--- src/rtl/vdm_pkg.sv ---
// Package: shared types, constants and arithmetic helpers for the drift monitor
package vdm_pkg;

  localparam int DIMENSIONS = 8;
  localparam int DIM_W      = (DIMENSIONS > 1) ? $clog2(DIMENSIONS) : 1;
  localparam int Q16_SHIFT  = 16;
  localparam logic signed [31:0] Q16_ONE        = 32'sh0001_0000;
  localparam logic signed [31:0] DRIFT_LIMIT_RST = 32'sh0010_0000;

  // request kinds
  localparam logic REQ_UPDATE = 1'b0;
  localparam logic REQ_FORCE  = 1'b1;

  typedef struct packed {
    logic               req_type;
    logic [7:0]         dim_index;
    logic signed [31:0] new_coord;
    logic signed [31:0] time_step;
  } vdm_in_t;

  typedef struct packed {
    logic               accepted;
    logic               stasis;
    logic               suspend_pulse;
    logic               locked;
    logic signed [31:0] divergence;
    logic signed [31:0] coord_norm;
    logic [31:0]        transition_count;
    logic [31:0]        clamp_count;
  } vdm_out_t;

  // divider handshake
  typedef struct packed {
    logic               start;
    logic signed [31:0] diff;
    logic signed [31:0] step;
  } vdm_div_req_t;

  typedef struct packed {
    logic               busy;
    logic               done;
    logic signed [31:0] quot;
  } vdm_div_rsp_t;

  typedef enum logic [3:0] {
    ST_IDLE,
    ST_CRD_RD,
    ST_DIV_GO,
    ST_DIV_WAIT,
    ST_VEL_WR,
    ST_SUM_RD,
    ST_SUM_ACC,
    ST_CLR,
    ST_NORM_RD,
    ST_NORM_ACC,
    ST_OUT
  } vdm_state_t;

  // Q16 square of a 32-bit signed value, bits 47:16 of the 64-bit product
  function automatic logic [31:0] q16_sq(input logic signed [31:0] v);
    logic signed [63:0] p;
    p = 64'(v) * 64'(v);
    return p[47:16];
  endfunction

endpackage

--- src/rtl/vdm_div.sv ---
// Restoring divider: 64-bit numerator by 32-bit step, one quotient bit per cycle
module vdm_div (
  input  logic                 clk,
  input  logic                 rst_n,
  input  vdm_pkg::vdm_div_req_t req,
  output vdm_pkg::vdm_div_rsp_t rsp
);
  import vdm_pkg::*;

  logic        busy_r, busy_nxt;
  logic        done_r, done_nxt;
  logic        neg_r, neg_nxt;
  logic [6:0]  cnt_r, cnt_nxt;
  logic [63:0] num_r, num_nxt;
  logic [31:0] den_r, den_nxt;
  logic [32:0] rem_r, rem_nxt;
  logic [32:0] trial;
  logic [63:0] qfull;
  logic signed [31:0] step_eff;
  logic [63:0] mag_num;

  always_comb begin
    step_eff = (req.step <= 0) ? Q16_ONE : req.step;
    mag_num  = req.diff[31] ? 64'(-(64'(signed'(req.diff)) <<< 16))
                            : (64'(signed'(req.diff)) <<< 16);
    trial    = {rem_r[31:0], num_r[63]} - {1'b0, den_r};
    busy_nxt = busy_r;
    done_nxt = 1'b0;
    neg_nxt  = neg_r;
    cnt_nxt  = cnt_r;
    num_nxt  = num_r;
    den_nxt  = den_r;
    rem_nxt  = rem_r;
    if (req.start) begin
      busy_nxt = 1'b1;
      neg_nxt  = req.diff[31];
      cnt_nxt  = 7'd0;
      num_nxt  = mag_num;
      den_nxt  = 32'(step_eff);
      rem_nxt  = '0;
    end else if (busy_r) begin
      // shift one numerator bit in, quotient bit shifts into num low end
      if (!trial[32]) begin
        rem_nxt = trial;
        num_nxt = {num_r[62:0], 1'b1};
      end else begin
        rem_nxt = {rem_r[31:0], num_r[63]};
        num_nxt = {num_r[62:0], 1'b0};
      end
      cnt_nxt = cnt_r + 7'd1;
      if (cnt_r == 7'd63) begin
        busy_nxt = 1'b0;
        done_nxt = 1'b1;
      end
    end
  end

  always_ff @(posedge clk) begin
    if (!rst_n) begin
      busy_r <= 1'b0;
      done_r <= 1'b0;
    end else begin
      busy_r <= busy_nxt;
      done_r <= done_nxt;
    end
    neg_r <= neg_nxt;
    cnt_r <= cnt_nxt;
    num_r <= num_nxt;
    den_r <= den_nxt;
    rem_r <= rem_nxt;
  end

  assign qfull    = neg_r ? (~num_r + 64'd1) : num_r;
  assign rsp.busy = busy_r;
  assign rsp.done = done_r;
  assign rsp.quot = signed'(qfull[31:0]);

endmodule

--- config.mk ---
export PLATFORM = sky130hd
export DESIGN_NAME = vdm_div
export DESIGN_NICKNAME = d
export VERILOG_FILES = /design/src/rtl/vdm_pkg.sv /design/src/rtl/vdm_div.sv
export SDC_FILE = /design/constraint.sdc
export NUM_CORES = 1
export LEC_CHECK = 0
export BUFFER_PORTS_ARGS = -buffer_cell sky130_fd_sc_hd__buf_2
export CELL_PAD_IN_SITES_DETAIL_PLACEMENT = 0
export CELL_PAD_IN_SITES_GLOBAL_PLACEMENT = 1
export CORE_MARGIN = 1.5
export CORE_UTILIZATION = 46
export DETAILED_ROUTE_END_ITERATION = 6
export PLACE_DENSITY = 0.8
export SLEW_MARGIN = 10
export SYNTH_ARGS = -nofsm -noshare
export SYNTH_HDL_FRONTEND = slang
export SYNTH_SLANG_ARGS = --single-unit
--- constraint.sdc ---
create_clock -name clk -period 3.24 [get_ports clk]
set_input_delay 0.324 -clock clk [delete_from_list [all_inputs] [get_ports clk]]
set_output_delay 0.324 -clock clk [all_outputs]
set_load 0.05 [all_outputs]
==> metrics.txt <==
Root Buffer clkbuf_16; Max-Cap Viols 0; largest net degree at the start of global routing 57; largest cells by area after synthesis edfxtp_1 33%, dfxtp_1 9.3%, ha_1 5.0%; fin worst setup slack -0.339 ns; CTS Hold Bufs 0; EDFF count, synth 97; dpl hpwl 14900 µm; Core ar. 0.0187 mm²; Final ANT Viol Nets 0; Max stage delay on crit path 0.55 ns; die height 141 µm; initial antenna violation count 0; Peak VDD IR 0.343 mV; Routed WL per cell 15.8 µm; CP required 2.92 ns; # H-tree levels 4; Final Cycle Share 110%; clk_lat worst skew 0.42 ns; M2 GR Usage 33.0%; fin crit period 3.58 ns; crit-path max FO 2; crit end category output pin; die area 0.0200 mm²; Crit path max-delay family simple AND/OR/NAND/NOR gates; sequential fraction of the synthesis area 42.5%; WHS 0.132 ns; CTS clk-pin slew, worst paths 0.06 ns; I/O Pins 101; GR met3 Demand/Resource 3.44%; CTS tree done; CTS Buf Count 17; fin. max-slew vios 0; DP Worst Slack -0.0210 ns; worst path cell trace or4_4 > or3_4 > or3_4 > or4_4 > or2_4 > o31ai_4 > xnor2_2 > buf_6; RSZ-0062 raised after global routing true; port buffer count 100; initial DRC count 381; first-pass GRT wire length 33400 µm; outcome complete, but fails checks; Top FF cell, synth edfxtp_1; Sink Count 138; setup_tns -0.759 ns; max frequency 0.279 GHz; total gr overflow 0; final core occ 55.2%; flops & latches, synth 138; CP max stage cell or4_4; worst slew pin tran 0.982 ns; Cell Rows 50; Gate Count Post-Synth 949; failing checks negative setup slack; CP Launch Type register; Synth Cell Area 0.00879 mm²; worst hold path type input port to register; distinct cell type count after synthesis 66; Area growth, synth to finish 17.4%; layout cells sized above 1 18.3%; FILL cells 1718; share of Yosys cell area claimed by the top area cell type 33.1%; gr usage total 21.1%; vias per inst 5.44; ANT cells 0; RD Place Congestion 0.886; Pre-Repair DR Iteration Count 6; gr busiest metal met2; syn_nets 1052; Hold Vio Cnt, Final 0; FFs w/ async S/R, synth 0%; vias in the first global route 6678; CP bufs+invs 1; worst clock skew 0.00769 ns; Layout Nets 1151; drt total wl 20500 µm; yosys warns 0; Starting Density 47.0%; die boundary width 141 µm; pwr dens 535 mW/mm²; CTS max path bufs 2; DRC viols 0; worst endpoint data arrival time 3.26 ns; setup violators final 4; Pwr Total 5520 µW; critical path class register to output pin; via count 7045; Slew headroom 34.6%; Leak Pwr 0.00414 µW; Avg Cell Area, Syn 9.26 µm²; biggest area consumer among synthesized cells edfxtp_1; met1 global-route usage 30.8%
## stage by stage
step           instances  cell area (µm²)
6_report            1295            10300
5_1_grt             1295            10300
4_1_cts             1291            10200
3_5_place_dp        1259             9650
3_3_place_gp        1259             9650
2_1_floorplan        949             8810
## cell families (layout without fill, tap and decap cells)
family | count (synthesis) | in the layout | synth area share [%]
AO/OA/AOI/OAI | 236 | 236 | 17.5
XOR/XNOR | 88 | 88 | 8.77
adder cells (fa/ha/maj) | 36 | 36 | 5.21
buffers and inverters | 103 | 215 | 4.58
flip-flops | 138 | 138 | 42.5
multiplexers | 24 | 24 | 2.76
other | 1 | 1 | 0.0427
AND/OR/NAND/NOR | 323 | 323 | 18.7
## path summary, 6_finish.rpt
| kind | end | slack, ns | from | cells past startpoint |
|---|---|---|---|---|
| setup reg to reg | rem_r[20] | 0.22 | den_r[15] | 11 |
| hold reg to reg | cnt_r[6] | 0.48 | cnt_r[6] | 2 |
| setup / recovery | rsp[31] | -0.34 | num_r[21] | 8 |
| hold / removal | done_r | 0.13 | rst_n | 3 |
## layer usage
layer,vias to the layer above,share of wire (%)
met1,3307,51
met3,16,2.6
met4,0,0.93
met2,94,45
li1,3628,-
met5,-,0
## worst reg2reg max path: stages, from the launching register on
cell and delay (ns):
edfxtp_1 0.38, inv_1 0.12, ha_1 0.35, a21oi_1 0.24, o21ai_1 0.12, a31oi_1 0.32, o22ai_1 0.14, a2111o_1 0.44
and3_4 0.23, buf_12 0.17, nand2b_1 0.14, a311oi_1 0.25
## registers in the layout (all words and copies together) (netlist names)
signal  flops
busy_r      1
cnt_r       7
den_r      32
done_r      1
neg_r       1
num_r      64
rem_r      32
## layout make-up
type,instances,area (µm²),area share [%]
multi-input cells,708,4740,45.9
flip-flops and latches,138,3730,36.2
repair buffers,133,831,8.05
clock buffers,20,447,4.33
well taps,234,293,2.84
inverters,50,188,1.82
clock inverters,12,91.3,0.885
## cell usage after synthesis (all sizes together), types with 6 or more instances
library cell,number
nor2,98
a31oi,8
clkbuf,42
dfxtp,41
buf,11
mux2i,22
ha,35
and3,6
edfxtp,97
a21o,15
xnor2,50
nand4,15
xor2,38
nor2b,34
nor3,8
o31ai,18
nand3,21
or3,8
nor4,13
o41ai,11
and2,36
nand2,56
a21oi,67
o21ai,49
nand2b,9
inv,50
a211oi,24
or4,6
o211ai,9
a311oi,6
## what timing repair did
action                     CTS  global route
cloned                       0             0
resized for setup           17            14
setup endpoints to repair   15            44
setup buffers                0             4
pin swaps                    1             1
## placed cells by master, fill, tap and decap left out, types with 6 or more instances in the layout
master and instances:
nand4_1 15, buf_2 85, nor2b_1 33, nor2_1 96
o21ai_1 19, o211ai_1 9, and2_1 36, a21o_1 15
nand2b_1 9, or3_1 6, dfxtp_1 40, nand2_1 53
o21ai_0 29, nand3_1 21, nor4_1 12, edfxtp_1 97
inv_1 49, nor3_1 8, a21oi_1 66, clkbuf_16 17
ha_1 35, a31oi_1 8, xnor2_1 48, a311oi_1 6
mux2i_1 22, xor2_1 38, a211oi_1 23, o31ai_1 16
o41ai_1 11, buf_4 41
## power by group
group          switching, µW  internal, µW  leakage (µW)  total (µW)
logic                    964           591       0.00258        1560
registers                113          2070       0.00131        2180
clock network            777          1010      0.000250        1780
total                   1850          3670       0.00414        5520
Power figures use the tool's default switching activity.
