File: src/rtl/vdm_pkg.sv
// Package: shared types, constants and arithmetic helpers for the drift monitor
package vdm_pkg;

  localparam int DIMENSIONS = 8;
  localparam int DIM_W      = (DIMENSIONS > 1) ? $clog2(DIMENSIONS) : 1;
  localparam int Q16_SHIFT  = 16;
  localparam logic signed [31:0] Q16_ONE        = 32'sh0001_0000;
  localparam logic signed [31:0] DRIFT_LIMIT_RST = 32'sh0010_0000;

  // request kinds
  localparam logic REQ_UPDATE = 1'b0;
  localparam logic REQ_FORCE  = 1'b1;

  typedef struct packed {
    logic               req_type;
    logic [7:0]         dim_index;
    logic signed [31:0] new_coord;
    logic signed [31:0] time_step;
  } vdm_in_t;

  typedef struct packed {
    logic               accepted;
    logic               stasis;
    logic               suspend_pulse;
    logic               locked;
    logic signed [31:0] divergence;
    logic signed [31:0] coord_norm;
    logic [31:0]        transition_count;
    logic [31:0]        clamp_count;
  } vdm_out_t;

  // divider handshake
  typedef struct packed {
    logic               start;
    logic signed [31:0] diff;
    logic signed [31:0] step;
  } vdm_div_req_t;

  typedef struct packed {
    logic               busy;
    logic               done;
    logic signed [31:0] quot;
  } vdm_div_rsp_t;

  typedef enum logic [3:0] {
    ST_IDLE,
    ST_CRD_RD,
    ST_DIV_GO,
    ST_DIV_WAIT,
    ST_VEL_WR,
    ST_SUM_RD,
    ST_SUM_ACC,
    ST_CLR,
    ST_NORM_RD,
    ST_NORM_ACC,
    ST_OUT
  } vdm_state_t;

  // Q16 square of a 32-bit signed value, bits 47:16 of the 64-bit product
  function automatic logic [31:0] q16_sq(input logic signed [31:0] v);
    logic signed [63:0] p;
    p = 64'(v) * 64'(v);
    return p[47:16];
  endfunction

endpackage

File: src/rtl/vdm_vec_mem.sv
// Coordinate and velocity memories, registered synchronous read, valid bits for reset
module vdm_vec_mem (
  input  logic                      clk,
  input  logic                      rst_n,
  input  logic [vdm_pkg::DIM_W-1:0] rd_addr,
  output logic signed [31:0]        crd_rdata,
  output logic signed [31:0]        vel_rdata,
  input  logic                      crd_we,
  input  logic                      vel_we,
  input  logic [vdm_pkg::DIM_W-1:0] wr_addr,
  input  logic signed [31:0]        crd_wdata,
  input  logic signed [31:0]        vel_wdata
);
  import vdm_pkg::*;

  logic signed [31:0] crd_mem [DIMENSIONS];
  logic signed [31:0] vel_mem [DIMENSIONS];
  logic [DIMENSIONS-1:0] crd_vld_r;
  logic [DIMENSIONS-1:0] vel_vld_r;
  logic signed [31:0] crd_q_r, vel_q_r;
  logic crd_v_r, vel_v_r;

  always_ff @(posedge clk) begin
    if (crd_we) crd_mem[wr_addr] <= crd_wdata;
    if (vel_we) vel_mem[wr_addr] <= vel_wdata;
    crd_q_r <= crd_mem[rd_addr];
    vel_q_r <= vel_mem[rd_addr];
  end

  // valid bits stand in for the all-zero reset
  always_ff @(posedge clk) begin
    if (!rst_n) begin
      crd_vld_r <= '0;
      vel_vld_r <= '0;
      crd_v_r   <= 1'b0;
      vel_v_r   <= 1'b0;
    end else begin
      if (crd_we) crd_vld_r[wr_addr] <= 1'b1;
      if (vel_we) vel_vld_r[wr_addr] <= 1'b1;
      crd_v_r <= crd_vld_r[rd_addr];
      vel_v_r <= vel_vld_r[rd_addr];
    end
  end

  assign crd_rdata = crd_v_r ? crd_q_r : '0;
  assign vel_rdata = vel_v_r ? vel_q_r : '0;

endmodule

File: config.mk
export PLATFORM = sky130hd
export DESIGN_NAME = vdm_vec_mem
export DESIGN_NICKNAME = d
export VERILOG_FILES = /design/src/rtl/vdm_pkg.sv /design/src/rtl/vdm_vec_mem.sv
export SDC_FILE = /design/constraint.sdc
export NUM_CORES = 1
export LEC_CHECK = 0
export BUFFER_PORTS_ARGS = -buffer_cell sky130_fd_sc_hd__buf_4
export CAP_MARGIN = 20
export CORE_ASPECT_RATIO = 1.2
export CORE_MARGIN = 1
export CORE_UTILIZATION = 60
export CTS_CLUSTER_SIZE = 8
export DETAILED_ROUTE_END_ITERATION = 12
export PLACE_DENSITY_LB_ADDON = 0.25
export SLEW_MARGIN = 0
export SYNTH_ARGS = -nofsm -noshare
export SYNTH_HDL_FRONTEND = slang
export SYNTH_SLANG_ARGS = --single-unit
File: constraint.sdc
create_clock -name clk -period 5.9 [get_ports clk]
set_input_delay 1.18 -clock clk [delete_from_list [all_inputs] [get_ports clk]]
set_output_delay 1.18 -clock clk [all_outputs]
set_load 0.01 [all_outputs]
==> impl_metrics.csv, run 1 <==
group,metric,value,unit
status,status,"completed",
hold_path,min_to,"crd_vld_r[6]$_SDFFE_PN0P_",
sta,finalSetupTns,0,ps
detailed_routing,first_iter_violations,856,
sta,tightestPinTransition,1175,ps
clocking,clk_latency,580,ps
sta,timing.fmax,294.1,MHz
detailed_routing,wire_per_inst,24.63,µm
detailed_routing,dr.pass1.iters,4,
clocking,clock-root-buffer,"clkbuf_16",
clocking,cts.repair.resized,0,
placed_design,io_buffers,137,
finish,syn2layout_area_growth,18.94,%
detailed_routing,viasPerCell,5.892,
setup_path,crit_required,4720,ps
setup_path,r2r_setup_slack,4590,ps
sta,slew_headroom,21.65,%
yosys,syn_avg_cell_area,22.91,µm²
global_routing,track_usage,23.44,%
clocking,cts_setup_buffers,0,
yosys,synthesis.instances,943,
global_routing,grt_max_degree,101,
clocking,cts_tree,"done",
clocking,numCtsBuffers,84,
sta,setup_viol,0,
placed_design,postPlaceCellArea,23280,µm²
setup_path,r2r-end,"vel_q_r[17]$_DFF_P_",
sta,rsz0062_at_grt,"no",
setup_path,r2r_cells,2,
power,switchingPower,0.001902,W
yosys,yosysWarningCount,0,
setup_path,crit_fanout,20,
flow_run,drv_cap,0,
yosys,yosys.area.top_type_share,71.15,%
global_routing,grt_pass1_vias,10700,
sta,drv_slew,0,
detailed_routing,ant_nets,0,
floorplanning,core-area,35190,µm²
clocking,cts_buffer_depth,3,
clocking,htree_levels,3,
sta,skew,14.61,ps
power,clkPwrFrac,45.4,%
hold_path,hp-class,"register to register",
global_routing,grt_overflow,0,
floorplanning,start_util,61.40,%
sta,hold_viol,0,
setup_path,r2r-start,"vel_mem[1][17]$_DFFE_PP_",
global_routing,grt_pass1_wl,62.45,mm
finish,fin_area,25700,µm²
finish,fillers,1981,
clocking,clk_pin_slew,50,ps
finish,drive_gt1_share,38.40,%
hold_path,min-delay-start,"crd_vld_r[6]$_SDFFE_PN0P_",
placed_design,gp_congestion,0.7218,
power,pwr_density_cell,371.1,nW/µm²
finish,nets,1220,
clocking,clock_sinks,594,
setup_path,critPathArrivalTime,2220,ps
yosys,synth.distinct_cells,16,
yosys,synth-seq-area-share,78.75,%
power,swShare,19.94,%
setup_path,worstSetupPathType,"register to output port",
yosys,mappedNetlistArea,21610,µm²
power,seqPwrFrac,50.2,%
detailed_routing,vias,9863,
global_routing,antenna_found_initial,2,
sta,min_period_over_period,57.64,%
floorplanning,io_pins,138,
clocking,hold_buffers,0,
setup_path,end_kind,"output port",
floorplanning,die_w,175.2,µm
setup_path,cp-start-kind,"register",
detailed_routing,remaining_drc_errors,0,
detailed_routing,wl,41.24,mm
power,combPwrFrac,4.4,%
floorplanning,row_count,75,
hold_path,hold_depth,1,
yosys,synth_area_leaders,"edfxtp_1 (71%), mux4_2 (14%), dfxtp_1 (7.6%), mux2_2 (3.3%), and2_1 (1.9%)",
yosys,synth_nets,1017,
placed_design,pre_cts_ws,2407,ps
sta,fin_crit,3401,ps
yosys,synth_top_cell_by_area,"edfxtp_1",
yosys,synth-seq-cells,594,
power,p_leak,8.708,nW
floorplanning,dieHeight,209.9,µm
sta,fin_ws,2499,ps
placed_design,dp_hpwl,20.80,mm
power,intPower,0.007636,W
power,vdd_drop_max,0.0002641,V
floorplanning,dieArea,36780,µm²
==> power by group through the flow <==
stage / Clock (W) / Combinational, W / Sequential [W]
floorplan: 0 / 0.000262 / 0.00485
global placement: 0 / 0.000412 / 0.00486
detailed placement: 0 / 0.000423 / 0.00487
CTS: 0.00440 / 0.000429 / 0.00479
global route: 0.00459 / 0.000452 / 0.00480
finish: 0.00433 / 0.000422 / 0.00479
==> worst max-delay path by stage <==
| stage | startpoint | end | slack (ps) | cells after the start |
|---|---|---|---|---|
| floorplan | wr_addr[0] | crd_mem[0][0]$_DFFE_PP_ | 1820 | 2 |
| global route | crd_v_r$_SDFF_PN0_ | crd_rdata[18] | 2420 | 3 |
| detailed placement | rd_addr[0] | vel_q_r[17]$_DFF_P_ | 2410 | 4 |
| global placement | rd_addr[0] | vel_q_r[18]$_DFF_P_ | 2490 | 4 |
| CTS | crd_v_r$_SDFF_PN0_ | crd_rdata[18] | 2450 | 3 |
| finish | crd_v_r$_SDFF_PN0_ | crd_rdata[18] | 2500 | 3 |
==> logic make-up after synthesis <==
kind of cell	count (synthesis)	synth area share [%]
DFF	594	78.75
muxes	198	17.19
and+or+nand+nor	89	2.357
buffers and inverters	46	1.152
AOI/OAI and AO/OA	16	0.5559
==> critical path: stages (launching register included) <==
cell and delay [ps]:
dfxtp_1 960, buf_4 350, and2_1 190, buf_4 130
==> per-stage QoR <==
stage / hold WS (ps) / utilization (%) / total power (W) / instances
after global placement: 441.3 / 66.15 / 0.005269 / 1522
after floorplan: 435.4 / - / 0.005110 / 943
after CTS: 464.6 / 73.03 / 0.009624 / 1673
after global routing: 475.7 / 73.03 / 0.009837 / 1673
final: 460.1 / 73.03 / 0.009538 / 1674
after detailed placement: 452.6 / 66.15 / 0.005289 / 1522
==> placed cells by master (no fill, tap or decap), drive strengths merged <==
| cell type | n |
|---|---|
| o21a | 16 |
| nand2b | 4 |
| clkinv | 3 |
| clkbuf | 145 |
| edfxtp | 512 |
| nand2 | 3 |
| buf | 162 |
| and2 | 64 |
| nor3 | 4 |
| nor2 | 14 |
| mux4 | 132 |
| dfxtp | 82 |
| mux2i | 2 |
| mux2 | 64 |
| inv | 4 |
| diode | 1 |
==> registers in the layout, indices dropped and copies added, names as in the netlist <==
name and flops:
crd_mem 256, crd_q_r 32, crd_v_r 1, crd_vld_r 8, vel_mem 256, vel_q_r 32
vel_v_r 1, vel_vld_r 8
==> per-layer routing <==
metal,global-route usage [%],routed length (µm)
met3,5.272,2561
met2,40.41,21390
met4,7.676,872
met1,29.64,16380
met5,0,29
==> cell usage after synthesis <==
| cell | count |
|---|---|
| mux2_2 | 64 |
| buf_1 | 11 |
| mux2i_1 | 2 |
| and2_1 | 64 |
| buf_6 | 9 |
| mux4_2 | 132 |
| inv_1 | 1 |
| nand2b_1 | 4 |
| buf_2 | 7 |
| nor3_1 | 4 |
| nand2_1 | 3 |
| edfxtp_1 | 512 |
| o21a_1 | 16 |
| clkbuf_1 | 18 |
| nor2_1 | 14 |
| dfxtp_1 | 82 |
==> layout make-up <==
class / count / area (µm²) / area share (%)
tap: 462 / 578.1 / 2.249
sequential: 594 / 17020 / 66.21
multi-input combinational: 303 / 4453 / 17.33
clock inverter: 6 / 67.56 / 0.2629
inverter: 1 / 3.754 / 0.01460
clock buffer: 145 / 2352 / 9.152
antenna: 1 / 2.502 / 0.009737
timing repair buffer: 162 / 1227 / 4.776
(Power assumes the default switching activity.)
==> run 2: changes to the inputs <==
--- a/config.mk
+++ b/config.mk
@@ -9,7 +9,7 @@
 export CAP_MARGIN = 20
 export CORE_ASPECT_RATIO = 1.2
 export CORE_MARGIN = 1
-export CORE_UTILIZATION = 60
+export CORE_UTILIZATION = 54
 export CTS_CLUSTER_SIZE = 8
 export DETAILED_ROUTE_END_ITERATION = 12
 export PLACE_DENSITY_LB_ADDON = 0.25
==> constraint.sdc (replaced) <==
create_clock -name clk -period 2.8 [get_ports clk]
set_input_delay 0.56 -clock clk [delete_from_list [all_inputs] [get_ports clk]]
set_output_delay 0.56 -clock clk [all_outputs]
set_load 0.01 [all_outputs]
==> impl_metrics.csv, run 2 (synthesis results as in run 1) <==
group,metric,value,unit
status,status,"completed",
floorplanning,core-area,39140,µm²
sta,min_period_over_period,85.47,%
floorplanning,io_pins,138,
clocking,htree_levels,3,
detailed_routing,remaining_drc_errors,0,
detailed_routing,viasPerCell,5.708,
clocking,clk_pin_slew,50,ps
sta,drv_slew,0,
detailed_routing,vias,9961,
setup_path,worstSetupPathType,"register to output port",
sta,fin_crit,2393,ps
clocking,cts_tree,"done",
finish,drive_gt1_share,38.88,%
hold_path,hold_depth,1,
detailed_routing,dr.pass1.iters,5,
clocking,cts_buffer_depth,3,
setup_path,r2r-end,"vel_q_r[20]$_DFF_P_",
clocking,clock_sinks,594,
global_routing,track_usage,21.55,%
sta,timing.fmax,417.9,MHz
setup_path,r2r-start,"vel_mem[3][20]$_DFFE_PP_",
setup_path,cp-start-kind,"register",
power,p_leak,8.842,nW
finish,fillers,2570,
setup_path,r2r_setup_slack,1520,ps
finish,final_core_util,66.70,%
clocking,cts_setup_buffers,0,
finish,n_antenna_cell,0,
clocking,hold_buffers,0,
setup_path,critPathArrivalTime,1830,ps
placed_design,dp_hpwl,22.77,mm
detailed_routing,wl,42.13,mm
hold_path,hp-class,"input pin to register",
floorplanning,die_w,184.6,µm
finish,syn2layout_area_growth,20.83,%
detailed_routing,wire_per_inst,24.14,µm
sta,finalSetupTns,0,ps
global_routing,grt_max_degree,48,
clocking,cts.repair.resized,0,
finish,layout_commonest_cell,"edfxtp_1",
floorplanning,start_util,55.20,%
finish,reg.largest.list,"crd_mem (256), vel_mem (256)",
setup_path,r2r_cells,2,
detailed_routing,ant_nets,0,
flow_run,drv_cap,0,
sta,skew,11.86,ps
power,pwr_density_cell,778.4,nW/µm²
placed_design,postPlaceCellArea,23630,µm²
setup_path,end_kind,"output port",
floorplanning,dieArea,40820,µm²
floorplanning,row_count,79,
sta,timing.hold.ws,204.5,ps
clocking,numCtsBuffers,84,
floorplanning,dieHeight,221.1,µm
global_routing,grt_pass1_vias,10660,
sta,tightestPinTransition,599.5,ps
detailed_routing,first_iter_violations,738,
hold_path,min_to,"crd_mem[2][18]$_DFFE_PP_",
finish,fin_area,26110,µm²
clocking,clock-root-buffer,"clkbuf_16",
global_routing,grt_overflow,0,
sta,slew_headroom,60.03,%
global_routing,grt_pass1_wl,64.04,mm
sta,hold_viol,0,
setup_path,crit_required,2240,ps
placed_design,io_buffers,137,
sta,setup_viol,0,
sta,rsz0062_at_grt,"no",
clocking,clk_latency,580,ps
global_routing,antenna_found_initial,1,
power,vdd_drop_max,0.0006214,V
setup_path,crit_fanout,22,
finish,nets,1228,
placed_design,gp_congestion,0.7535,
finish,layout_common_cells,"edfxtp_1 (512), buf_4 (153), mux4_2 (132), clkbuf_16 (88), dfxtp_1 (82)",
hold_path,min-delay-start,"crd_wdata[18]",
## run 2: routing by layer
metal	vias to the layer above	GRT usage, %	share of wire (%)	wire [µm]
met3	63	4.839	6.5	2733
met2	352	35.44	51	21590
li1	4300	-	-	-
met4	0	6.345	1.7	721
met5	-	0	0	0
met1	5246	29.01	41	17080
## run 2: critical path, stage by stage, from the launching register on
cell,delay [ps]
dfxtp_1,610
buf_4,340
and2_1,180
buf_4,120
## run 2: how the worst max path moves through the flow
stage                  startpoint                  endpoint  slack [ps]
5_1_grt        vel_v_r$_SDFF_PN0_             vel_rdata[12]         280
4_1_cts        vel_v_r$_SDFF_PN0_             vel_rdata[28]         320
6_report       vel_v_r$_SDFF_PN0_             vel_rdata[14]         410
3_5_place_dp           wr_addr[1]  crd_mem[4][22]$_DFFE_PP_         620
2_1_floorplan          wr_addr[0]   crd_mem[2][0]$_DFFE_PP_         220
3_3_place_gp           wr_addr[1]  crd_mem[4][22]$_DFFE_PP_         620
## run 2: layout make-up
type	instances	area (µm²)	area share, %
Sequential cell	594	17020	65.17
Multi-Input combinational cell	303	4478	17.15
Clock buffer	147	2424	9.283
Timing Repair Buffer	170	1475	5.650
Tap cell	526	658.1	2.521
Clock inverter	4	53.80	0.2061
Inverter	1	3.754	0.01438
## run 2: metrics by stage
stage          worst slack [ps]  cells  total power (W)
3_3_place_gp              615.3   1594          0.01116
3_5_place_dp              619.1   1594          0.01120
4_1_cts                   319.8   1745          0.02053
2_1_floorplan             218.1    943          0.01077
5_1_grt                   279.8   1745          0.02098
6_report                  406.9   1745          0.02032
## run 2: where the power goes
| part | leakage, nW | internal (W) | switching, W |
|---|---|---|---|
| Sequential | 5.34 | 0.0100 | 0.000100 |
| Combinational | 2.32 | 0.000465 | 0.000462 |
| Clock | 1.18 | 0.00582 | 0.00348 |
| Total | 8.84 | 0.0163 | 0.00405 |
